### src/hdl/iirdf1_pkg.sv
package iirdf1_pkg;

  localparam int unsigned TAPS_DEF  = 5;
  localparam int unsigned CMD_W     = 2;
  localparam int unsigned IDX_W     = 4;
  localparam int unsigned COEF_W    = 18;
  localparam int unsigned SAMPLE_W  = 16;
  localparam int unsigned PROD_W    = COEF_W + SAMPLE_W;
  localparam int unsigned ACC_W     = 40;
  localparam int unsigned FRAC_BITS = 14;
  localparam int unsigned YW_W      = ACC_W - FRAC_BITS;

  localparam logic [CMD_W-1:0] CMD_SAMPLE = 2'd0;
  localparam logic [CMD_W-1:0] CMD_WR_FF  = 2'd1;
  localparam logic [CMD_W-1:0] CMD_WR_FB  = 2'd2;

  typedef enum logic [1:0] {
    OPND_SAMPLE,
    OPND_HIST_X,
    OPND_HIST_Y
  } opnd_e;

  typedef struct packed {
    logic  clear;
    logic  valid;
    opnd_e opnd;
    logic  coef_ok;
    logic  hist_ok;
  } mac_ctrl_t;

endpackage

### src/hdl/iirdf1_in_if.sv
interface iirdf1_in_if;
  import iirdf1_pkg::*;

  logic                       valid;
  logic                       ready;
  logic [CMD_W-1:0]           command;
  logic [IDX_W-1:0]           coef_index;
  logic signed [COEF_W-1:0]   coef_value;
  logic signed [SAMPLE_W-1:0] sample_in;
  logic                       block_end;

  modport source (
    output valid, command, coef_index, coef_value, sample_in, block_end,
    input  ready
  );

  modport sink (
    input  valid, command, coef_index, coef_value, sample_in, block_end,
    output ready
  );

endinterface

### src/hdl/iirdf1_out_if.sv
interface iirdf1_out_if;
  import iirdf1_pkg::*;

  logic                       valid;
  logic                       ready;
  logic signed [SAMPLE_W-1:0] sample_out;
  logic                       saturated;
  logic                       last_out;

  modport source (
    output valid, sample_out, saturated, last_out,
    input  ready
  );

  modport sink (
    input  valid, sample_out, saturated, last_out,
    output ready
  );

endinterface

### src/hdl/iirdf1_ram.sv
module iirdf1_ram #(
  parameter int unsigned WIDTH = 8,
  parameter int unsigned DEPTH = 4,
  localparam int unsigned AW = (DEPTH > 1) ? $clog2(DEPTH) : 1
) (
  input  logic             clk_i,
  input  logic             we_i,
  input  logic [AW-1:0]    waddr_i,
  input  logic [WIDTH-1:0] wdata_i,
  input  logic             re_i,
  input  logic [AW-1:0]    raddr_i,
  output logic [WIDTH-1:0] rdata_o
);

  logic [WIDTH-1:0] mem_q [DEPTH];
  logic [WIDTH-1:0] rdata_q;

  always_ff @(posedge clk_i) begin
    if (we_i) begin
      mem_q[waddr_i] <= wdata_i;
    end
    if (re_i) begin
      rdata_q <= mem_q[raddr_i];
    end
  end

  assign rdata_o = rdata_q;

endmodule

### src/hdl/iirdf1_mac.sv
module iirdf1_mac (
  input  logic                                  clk_i,
  input  logic                                  rst_ni,
  input  iirdf1_pkg::mac_ctrl_t                 ctrl_i,
  input  logic signed [iirdf1_pkg::COEF_W-1:0]   coef_i,
  input  logic signed [iirdf1_pkg::SAMPLE_W-1:0] sample_i,
  input  logic signed [iirdf1_pkg::SAMPLE_W-1:0] hist_x_i,
  input  logic signed [iirdf1_pkg::SAMPLE_W-1:0] hist_y_i,
  output logic signed [iirdf1_pkg::SAMPLE_W-1:0] y_o,
  output logic                                  sat_o
);
  import iirdf1_pkg::*;

  logic signed [COEF_W-1:0]   coef;
  logic signed [SAMPLE_W-1:0] opnd;
  logic signed [PROD_W-1:0]   prod_d, prod_q;
  logic                       p2_valid_q, p2_sub_q;
  logic signed [ACC_W-1:0]    acc_d, acc_q;
  logic signed [ACC_W-1:0]    rnd;
  logic signed [YW_W-1:0]     y_wide;
  logic                       in_range;

  always_comb begin
    coef = ctrl_i.coef_ok ? coef_i : '0;
    case (ctrl_i.opnd)
      OPND_SAMPLE: opnd = sample_i;
      OPND_HIST_X: opnd = ctrl_i.hist_ok ? hist_x_i : '0;
      OPND_HIST_Y: opnd = ctrl_i.hist_ok ? hist_y_i : '0;
      default:     opnd = '0;
    endcase
    prod_d = PROD_W'(coef) * PROD_W'(opnd);
  end

  always_ff @(posedge clk_i) begin
    prod_q <= prod_d;
  end

  always_ff @(posedge clk_i or negedge rst_ni) begin
    if (!rst_ni) begin
      p2_valid_q <= 1'b0;
      p2_sub_q   <= 1'b0;
      acc_q      <= '0;
    end else begin
      p2_valid_q <= ctrl_i.valid;
      p2_sub_q   <= (ctrl_i.opnd == OPND_HIST_Y);
      acc_q      <= acc_d;
    end
  end

  always_comb begin
    acc_d = acc_q;
    if (ctrl_i.clear) begin
      acc_d = '0;
    end else if (p2_valid_q) begin
      if (p2_sub_q) begin
        acc_d = acc_q - ACC_W'(prod_q);
      end else begin
        acc_d = acc_q + ACC_W'(prod_q);
      end
    end
  end

  always_comb begin
    rnd      = acc_q + ACC_W'(1 << (FRAC_BITS - 1));
    y_wide   = YW_W'(rnd >>> FRAC_BITS);
    in_range = (&y_wide[YW_W-1:SAMPLE_W-1]) || !(|y_wide[YW_W-1:SAMPLE_W-1]);
    sat_o    = !in_range;
    if (in_range) begin
      y_o = y_wide[SAMPLE_W-1:0];
    end else if (y_wide[YW_W-1]) begin
      y_o = {1'b1, {(SAMPLE_W-1){1'b0}}};
    end else begin
      y_o = {1'b0, {(SAMPLE_W-1){1'b1}}};
    end
  end

endmodule

### src/hdl/iir_direct_form_one_filter.sv
// Channel  Dir  Word fields
// in_i     in   command, coef_index, coef_value, sample_in, block_end
// out_o    out  sample_out, saturated, last_out (one word per sample command)
//
// A sample holds the input from the accepting cycle through one coefficient memory
// read per product through the single shared multiplier, the drain states ST_DR1 and
// ST_DR2, and the ST_DONE step that rounds and writes the history; that step also
// loads the sample's word into the output register.
// Reset clears all coefficients and history through valid bits, with no sweep.
// A finished word waits in the output register; the last step of the next sample
// holds until that register is free.
module iir_direct_form_one_filter #(
  parameter int unsigned TAPS = iirdf1_pkg::TAPS_DEF
) (
  input  logic clk_i,
  input  logic rst_ni,
  iirdf1_in_if.sink    in_i,
  iirdf1_out_if.source out_o
);
  import iirdf1_pkg::*;

  localparam int unsigned HIST = TAPS - 1;
  localparam int unsigned HAW  = (HIST > 1) ? $clog2(HIST) : 1;
  localparam int unsigned CDEP = 2 * TAPS;
  localparam int unsigned CAW  = $clog2(CDEP);
  localparam int unsigned KW   = $clog2(TAPS);

  localparam logic [2:0] ST_IDLE = 3'd0;
  localparam logic [2:0] ST_RUN  = 3'd1;
  localparam logic [2:0] ST_DR1  = 3'd2;
  localparam logic [2:0] ST_DR2  = 3'd3;
  localparam logic [2:0] ST_DONE = 3'd4;

  logic [2:0]    state_d, state_q;
  logic [KW-1:0] k_d, k_q;
  logic          ph_d, ph_q;
  logic [HAW-1:0] head_d, head_q, rdp_d, rdp_q, wrp;
  logic [HIST-1:0] hval_d, hval_q;
  logic [CDEP-1:0] cval_d, cval_q;
  logic          p1_valid_q, cok_q, hok_q;
  opnd_e         p1_opnd_q, opnd_now;
  logic signed [SAMPLE_W-1:0] x_q;
  logic          last_q;
  logic          accept, smp_acc, coef_we, hist_re, done_go, last_step;
  logic [CAW-1:0] c_waddr, c_raddr;
  logic signed [COEF_W-1:0] c_rdata;
  logic [2*SAMPLE_W-1:0] h_rdata;
  mac_ctrl_t     mctrl;
  logic signed [SAMPLE_W-1:0] y;
  logic          sat;
  logic          ov_q;
  logic signed [SAMPLE_W-1:0] oy_q;
  logic          osat_q, olast_q;

  assign in_i.ready = (state_q == ST_IDLE);
  assign accept     = in_i.valid && in_i.ready;
  assign smp_acc    = accept && (in_i.command == CMD_SAMPLE);
  assign coef_we    = accept && ((in_i.command == CMD_WR_FF) || (in_i.command == CMD_WR_FB))
                      && (32'(in_i.coef_index) < TAPS);
  assign c_waddr    = CAW'(in_i.coef_index)
                      + ((in_i.command == CMD_WR_FB) ? CAW'(TAPS) : CAW'(0));
  assign c_raddr    = ph_q ? CAW'(TAPS) + CAW'(k_q) : CAW'(k_q);
  assign hist_re    = (state_q == ST_RUN) && !ph_q && (k_q != '0);
  assign last_step  = ph_q && (k_q == KW'(TAPS - 1));
  assign done_go    = (state_q == ST_DONE) && (!ov_q || out_o.ready);
  assign wrp        = (head_q == HAW'(HIST - 1)) ? '0 : head_q + 1'b1;

  always_comb begin
    if (k_q == '0) begin
      opnd_now = OPND_SAMPLE;
    end else if (ph_q) begin
      opnd_now = OPND_HIST_Y;
    end else begin
      opnd_now = OPND_HIST_X;
    end
  end

  always_comb begin
    state_d = state_q;
    k_d     = k_q;
    ph_d    = ph_q;
    rdp_d   = rdp_q;
    head_d  = head_q;
    hval_d  = hval_q;
    cval_d  = cval_q;
    if (coef_we) begin
      cval_d[c_waddr] = 1'b1;
    end
    case (state_q)
      ST_IDLE: begin
        if (smp_acc) begin
          state_d = ST_RUN;
          k_d     = '0;
          ph_d    = 1'b0;
          rdp_d   = head_q;
        end
      end
      ST_RUN: begin
        if (hist_re) begin
          rdp_d = (rdp_q == '0) ? HAW'(HIST - 1) : rdp_q - 1'b1;
        end
        if (k_q == '0) begin
          k_d = KW'(1);
        end else if (!ph_q) begin
          ph_d = 1'b1;
        end else if (last_step) begin
          state_d = ST_DR1;
        end else begin
          ph_d = 1'b0;
          k_d  = k_q + 1'b1;
        end
      end
      ST_DR1: state_d = ST_DR2;
      ST_DR2: state_d = ST_DONE;
      ST_DONE: begin
        if (done_go) begin
          state_d = ST_IDLE;
          head_d  = wrp;
          if (last_q) begin
            hval_d = '0;
          end else begin
            hval_d[wrp] = 1'b1;
          end
        end
      end
      default: state_d = ST_IDLE;
    endcase
  end

  always_ff @(posedge clk_i or negedge rst_ni) begin
    if (!rst_ni) begin
      state_q    <= ST_IDLE;
      k_q        <= '0;
      ph_q       <= 1'b0;
      rdp_q      <= '0;
      head_q     <= '0;
      hval_q     <= '0;
      cval_q     <= '0;
      p1_valid_q <= 1'b0;
      p1_opnd_q  <= OPND_SAMPLE;
      cok_q      <= 1'b0;
      hok_q      <= 1'b0;
      ov_q       <= 1'b0;
    end else begin
      state_q    <= state_d;
      k_q        <= k_d;
      ph_q       <= ph_d;
      rdp_q      <= rdp_d;
      head_q     <= head_d;
      hval_q     <= hval_d;
      cval_q     <= cval_d;
      p1_valid_q <= (state_q == ST_RUN);
      p1_opnd_q  <= opnd_now;
      cok_q      <= cval_q[c_raddr];
      if (hist_re) begin
        hok_q <= hval_q[rdp_q];
      end
      if (done_go) begin
        ov_q <= 1'b1;
      end else if (out_o.ready) begin
        ov_q <= 1'b0;
      end
    end
  end

  always_ff @(posedge clk_i) begin
    if (smp_acc) begin
      x_q    <= in_i.sample_in;
      last_q <= in_i.block_end;
    end
    if (done_go) begin
      oy_q    <= y;
      osat_q  <= sat;
      olast_q <= last_q;
    end
  end

  iirdf1_ram #(
    .WIDTH (COEF_W),
    .DEPTH (CDEP)
  ) u_coef_ram (
    .clk_i   (clk_i),
    .we_i    (coef_we),
    .waddr_i (c_waddr),
    .wdata_i (in_i.coef_value),
    .re_i    (state_q == ST_RUN),
    .raddr_i (c_raddr),
    .rdata_o (c_rdata)
  );

  iirdf1_ram #(
    .WIDTH (2 * SAMPLE_W),
    .DEPTH (HIST)
  ) u_hist_ram (
    .clk_i   (clk_i),
    .we_i    (done_go && !last_q),
    .waddr_i (wrp),
    .wdata_i ({x_q, y}),
    .re_i    (hist_re),
    .raddr_i (rdp_q),
    .rdata_o (h_rdata)
  );

  always_comb begin
    mctrl.clear   = smp_acc;
    mctrl.valid   = p1_valid_q;
    mctrl.opnd    = p1_opnd_q;
    mctrl.coef_ok = cok_q;
    mctrl.hist_ok = hok_q;
  end

  iirdf1_mac u_mac (
    .clk_i    (clk_i),
    .rst_ni   (rst_ni),
    .ctrl_i   (mctrl),
    .coef_i   (c_rdata),
    .sample_i (x_q),
    .hist_x_i (h_rdata[2*SAMPLE_W-1:SAMPLE_W]),
    .hist_y_i (h_rdata[SAMPLE_W-1:0]),
    .y_o      (y),
    .sat_o    (sat)
  );

  assign out_o.valid      = ov_q;
  assign out_o.sample_out = oy_q;
  assign out_o.saturated  = osat_q;
  assign out_o.last_out   = olast_q;

endmodule
### src/flat_wrapper.sv
// flat-port wrapper written by rule: the top's interface ports become plain ports
module iir_direct_form_one_filter_flat import iirdf1_pkg::*;
#(
  parameter int unsigned TAPS = iirdf1_pkg::TAPS_DEF
)
  (clk_i, rst_ni, in_i_valid, in_i_command, in_i_coef_index, in_i_coef_value, in_i_sample_in, in_i_block_end, in_i_ready, out_o_valid, out_o_sample_out, out_o_saturated, out_o_last_out, out_o_ready);
  iirdf1_in_if in_i_i ();
  iirdf1_out_if out_o_i ();
  input  logic clk_i;
  input  logic rst_ni;
  input wire logic [$bits(in_i_i.valid)-1:0] in_i_valid;
  input wire logic [$bits(in_i_i.command)-1:0] in_i_command;
  input wire logic [$bits(in_i_i.coef_index)-1:0] in_i_coef_index;
  input wire logic [$bits(in_i_i.coef_value)-1:0] in_i_coef_value;
  input wire logic [$bits(in_i_i.sample_in)-1:0] in_i_sample_in;
  input wire logic [$bits(in_i_i.block_end)-1:0] in_i_block_end;
  output wire logic [$bits(in_i_i.ready)-1:0] in_i_ready;
  output wire logic [$bits(out_o_i.valid)-1:0] out_o_valid;
  output wire logic [$bits(out_o_i.sample_out)-1:0] out_o_sample_out;
  output wire logic [$bits(out_o_i.saturated)-1:0] out_o_saturated;
  output wire logic [$bits(out_o_i.last_out)-1:0] out_o_last_out;
  input wire logic [$bits(out_o_i.ready)-1:0] out_o_ready;
  assign in_i_i.valid = in_i_valid;
  assign in_i_i.command = in_i_command;
  assign in_i_i.coef_index = in_i_coef_index;
  assign in_i_i.coef_value = in_i_coef_value;
  assign in_i_i.sample_in = in_i_sample_in;
  assign in_i_i.block_end = in_i_block_end;
  assign in_i_ready = in_i_i.ready;
  assign out_o_valid = out_o_i.valid;
  assign out_o_sample_out = out_o_i.sample_out;
  assign out_o_saturated = out_o_i.saturated;
  assign out_o_last_out = out_o_i.last_out;
  assign out_o_i.ready = out_o_ready;
  iir_direct_form_one_filter #(.TAPS(TAPS)) u_core (.clk_i(clk_i), .rst_ni(rst_ni), .in_i(in_i_i), .out_o(out_o_i));
endmodule
### config.mk
export PLATFORM = sky130hd
export DESIGN_NAME = iir_direct_form_one_filter_flat
export DESIGN_NICKNAME = d
export VERILOG_FILES = /design/src/hdl/iirdf1_pkg.sv /design/src/hdl/iirdf1_in_if.sv /design/src/hdl/iirdf1_out_if.sv /design/src/hdl/iirdf1_ram.sv /design/src/hdl/iirdf1_mac.sv /design/src/hdl/iir_direct_form_one_filter.sv /design/src/flat_wrapper.sv
export SDC_FILE = /design/constraint.sdc
export NUM_CORES = 1
export LEC_CHECK = 0
export BUFFER_PORTS_ARGS = -buffer_cell sky130_fd_sc_hd__buf_4
export CAP_MARGIN = 20
export CORE_MARGIN = 10
export CORE_UTILIZATION = 60
export DETAILED_ROUTE_END_ITERATION = 10
export PLACE_DENSITY = 0.87
export SYNTH_ARGS = -nofsm -noshare
export SYNTH_HDL_FRONTEND = slang
export SYNTH_SLANG_ARGS = --single-unit
### constraint.sdc
create_clock -name clk_i -period 7.9 [get_ports clk_i]
set_input_delay 1.58 -clock clk_i [delete_from_list [all_inputs] [get_ports clk_i]]
set_output_delay 1.58 -clock clk_i [all_outputs]
set_load 0.02 [all_outputs]
==> impl_metrics.yaml <==
critical_path:
  r2r_slack_ns: 0.48
  worst-r2r-cell-count: 25
  worstPathArrival_ns: 7.94
  critPathMaxFanout: 8
  start_kind: "flip-flop"
  cp-end-kind: "flip-flop"
  rr_endpoint: "u_core.u_mac.prod_q[33]"
  critPathLaunch: "u_core.p1_opnd_q[1]"
  required_ns: 8.42
  r2r_start: "u_core.p1_opnd_q[1]"
  critPathKind: "reg2reg"
cells_and_area:
  area_growth_pct: 10.4
  nets: 3330
  diodes: 0
  drive_above_1_share_pct: 11.8
  design_area_sq_um: 36000
global_route:
  grt_usage_pct: 26.6
  overflow: 0
  first_global_vias: 22800
  grt_max_degree: 74
  grt_antenna_before_repair: 0
  grt_pass1_wl_mm: 131
power:
  p_int_w: 0.00872
  sequentialPowerShare_pct: 25.0
  swShare_pct: 44.2
  combPwrFrac_pct: 58.6
  peakVddDrop_mv: 0.359
  power.switching_w: 0.00690
  power_leakage_nw: 15.1
  power.density_nw_per_um2: 433
  p_clk_share_pct: 16.5
  total_power_w: 0.0156
routing:
  wire_per_inst_um: 23.4
  wl_mm: 84.0
  drt_first_pass_iters: 7
  vias: 22100
  drcViolationCount: 0
  drt_iter0_drc: 2341
  via_per_inst: 6.15
  ant_nets: 0
die:
  die_h_um: 253
  die_w_um: 253
  fp-row-count: 85
  ios: 65
  core-area_sq_um: 53800
  die-area_sq_um: 64100
  initial_core_util_pct: 60.7
synth:
  syn_inst: 2764
  synth_seq_cells: 500
  yosysSeqAreaShare_pct: 43.8
  ys_async_sr_fraction_pct: 14.6
  synth_edf_count: 393
  synth_area_leaders: "edfxtp_1, fa_1, dfrtp_1"
  syn-mean-instance-area_sq_um: 11.8
  synth_area_sq_um: 32600
  synth_nets: 3240
  yosys_warnings: 0
  synthFlopType: "edfxtp_1"
  synthTopCellsByCount: "edfxtp_1, inv_1, fa_1"
  yosys.area.top_type_share_pct: 36.2
  synthDistinctLibCells: 79
  yosysTopAreaCell: "edfxtp_1"
  synth.most_common_cell: "edfxtp_1"
clocking:
  hold_buffers: 0
  clk_pin_slew_ns: 0.07
  cts-buffers-inserted: 51
  clock-sinks: 500
  clockBufferDepth: 3
  ctsResizeCount: 0
  htreeDepth: 2
  cts_tree: "built"
  insertion_delay_ns: 0.61
  root_buffer: "clkbuf_16"
  cts_setup_buffers: 0
sta:
  clock_skew_ns: 0.0382
  relSlewSlack_pct: 20.5
  finalCritPeriodShare_pct: 94.0
  worst_slack_ns: 0.477
  rsz0062_at_grt: "no"
  setup_viol: 0
  drv_slew: 0
  fmax_ghz: 0.135
  finalCriticalPeriod_ns: 7.42
  setup_tns_ns: 0
  worst_slew_pin_slew_ns: 1.19
  hold_violations: 0
worst_hold_path:
  hold_path.class: "reg2reg"
  holdCritStartpoint: "u_core.p1_valid_q"
  whs_path_depth: 0
  min_to: "u_core.u_mac.p2_valid_q"
run_status:
  outcome: "finished clean"
placed_design:
  portBuffers: 64
  routabilityCongestion: 1.08
  post-place-ws_ns: 0.640
  dp_hpwl_mm: 59.7
  postPlaceCellArea_sq_um: 34200
job:
  cap_violations: 0
[power groups by stage]
stage | Combinational [W] | Sequential (W) | Clock, W
final | 0.00914 | 0.00390 | 0.00257
after global routing | 0.0101 | 0.00392 | 0.00268
after CTS | 0.00910 | 0.00388 | 0.00259
after detailed placement | 0.00895 | 0.00392 | 0
after global placement | 0.00869 | 0.00392 | 0
after floorplan | 0.00677 | 0.00368 | 0
[registers in the layout (all words and copies together) (netlist names), 2 cells and up]
register                   flops
u_core.u_mac.acc_q            40
u_core.u_mac.prod_q           34
u_core.out_o.sample_out       16
u_core.hval_q                  4
u_core.u_coef_ram.rdata_o     18
u_core.state_q                 3
u_core.u_hist_ram.mem_q      128
u_core.cval_q                 10
u_core.u_coef_ram.mem_q      180
u_core.u_hist_ram.rdata_o     32
u_core.x_q                    16
u_core.p1_opnd_q               2
u_core.k_q                     3
u_core.head_q                  2
u_core.rdp_q                   2
[how the worst max path moves through the flow]
stage | to | slack (ns) | depth (start not counted)
after global placement | u_core.u_mac.prod_q[32] | 0.76 | 24
final | u_core.u_mac.prod_q[33] | 0.48 | 25
after global routing | u_core.u_mac.prod_q[33] | 0.06 | 25
after floorplan | u_core.u_mac.prod_q[32] | 0.68 | 26
after CTS | u_core.u_mac.prod_q[32] | 0.56 | 24
after detailed placement | u_core.u_mac.prod_q[32] | 0.64 | 24
[worst max-delay path, cell delays in order, from the launching register on]
cell	delay (ns)
dfrtp_1	0.37
nor2b_1	0.27
buf_4	0.21
a22o_1	0.18
a22o_1	0.37
buf_4	0.22
nand2_1	0.09
fa_1	0.58
fa_1	0.44
fa_1	0.48
fa_1	0.51
inv_1	0.07
fa_1	0.53
inv_1	0.05
fa_1	0.56
inv_1	0.05
ha_1	0.35
o21a_1	0.16
nand2_1	0.05
o21ai_0	0.34
nand2_1	0.18
a31oi_1	0.33
o2111ai_1	0.22
and2_1	0.24
o211a_1	0.23
a311oi_1	0.23
[routing by layer]
metal	vias to the layer above	routed length, um	global-route usage (%)
met5	-	0	0
met4	0	3500	10.5
met3	237	6890	4.87
met2	1058	41600	44.3
met1	11200	32000	34.2
li1	9615	-	-
[per-stage QoR]
step	utilization, %	std cells	hold slack (ns)
floorplan	-	2764	0.331
global placement	63.6	3496	0.333
detailed placement	63.6	3496	0.344
CTS	66.9	3591	0.359
global route	67.0	3592	0.366
finish	67.0	3592	0.354
[area by class of cell]
type	instances	area (sq um)
well taps	696	871
fillers	3711	17800
repair buffers	142	1090
inverters	372	1400
clock inverters	31	409
flip-flops and latches	500	14300
clock buffers	64	1400
multi-input cells	1787	16600
[placed cells by master (no fill, tap or decap), types with 7 or more instances in the layout]
master,synthesis,routed
xor2_1,16,16
clkbuf_16,0,52
xnor2_1,93,91
a22o_1,26,26
clkbuf_1,83,7
o21a_1,24,24
edfxtp_1,393,393
mux4_2,71,71
nand3_1,24,24
or3_1,10,10
and4_1,8,8
nand2_1,215,215
fa_1,291,291
nor2b_1,15,15
ha_1,140,140
a21oi_1,135,135
inv_1,372,371
a22oi_1,14,14
a211oi_1,16,16
nor2_1,282,282
and2_1,31,31
mux2i_1,40,39
dfrtp_1,73,71
and3_1,12,12
o21ai_0,74,74
a21o_1,30,30
nor3_1,36,35
buf_4,1,141
dfxtp_1,34,34
o211ai_1,11,11
or4_1,7,7
nand4_1,16,16
bufinv_16,0,7
or2_2,15,15
a31oi_1,15,15
nand2b_1,35,35
[cells by family (layout without fill, tap and decap cells)]
group           after synthesis  after routing  share of synthesized area [%]
compound gates              401            401                           7.97
xor+xnor                    109            109                           2.92
fa+ha+maj                   431            431                           23.2
buf+inv                     477            609                           5.52
flops                       500            500                           43.8
mux                         118            118                           6.37
simple gates                728            728                           10.2
(Power assumes the default switching activity.)
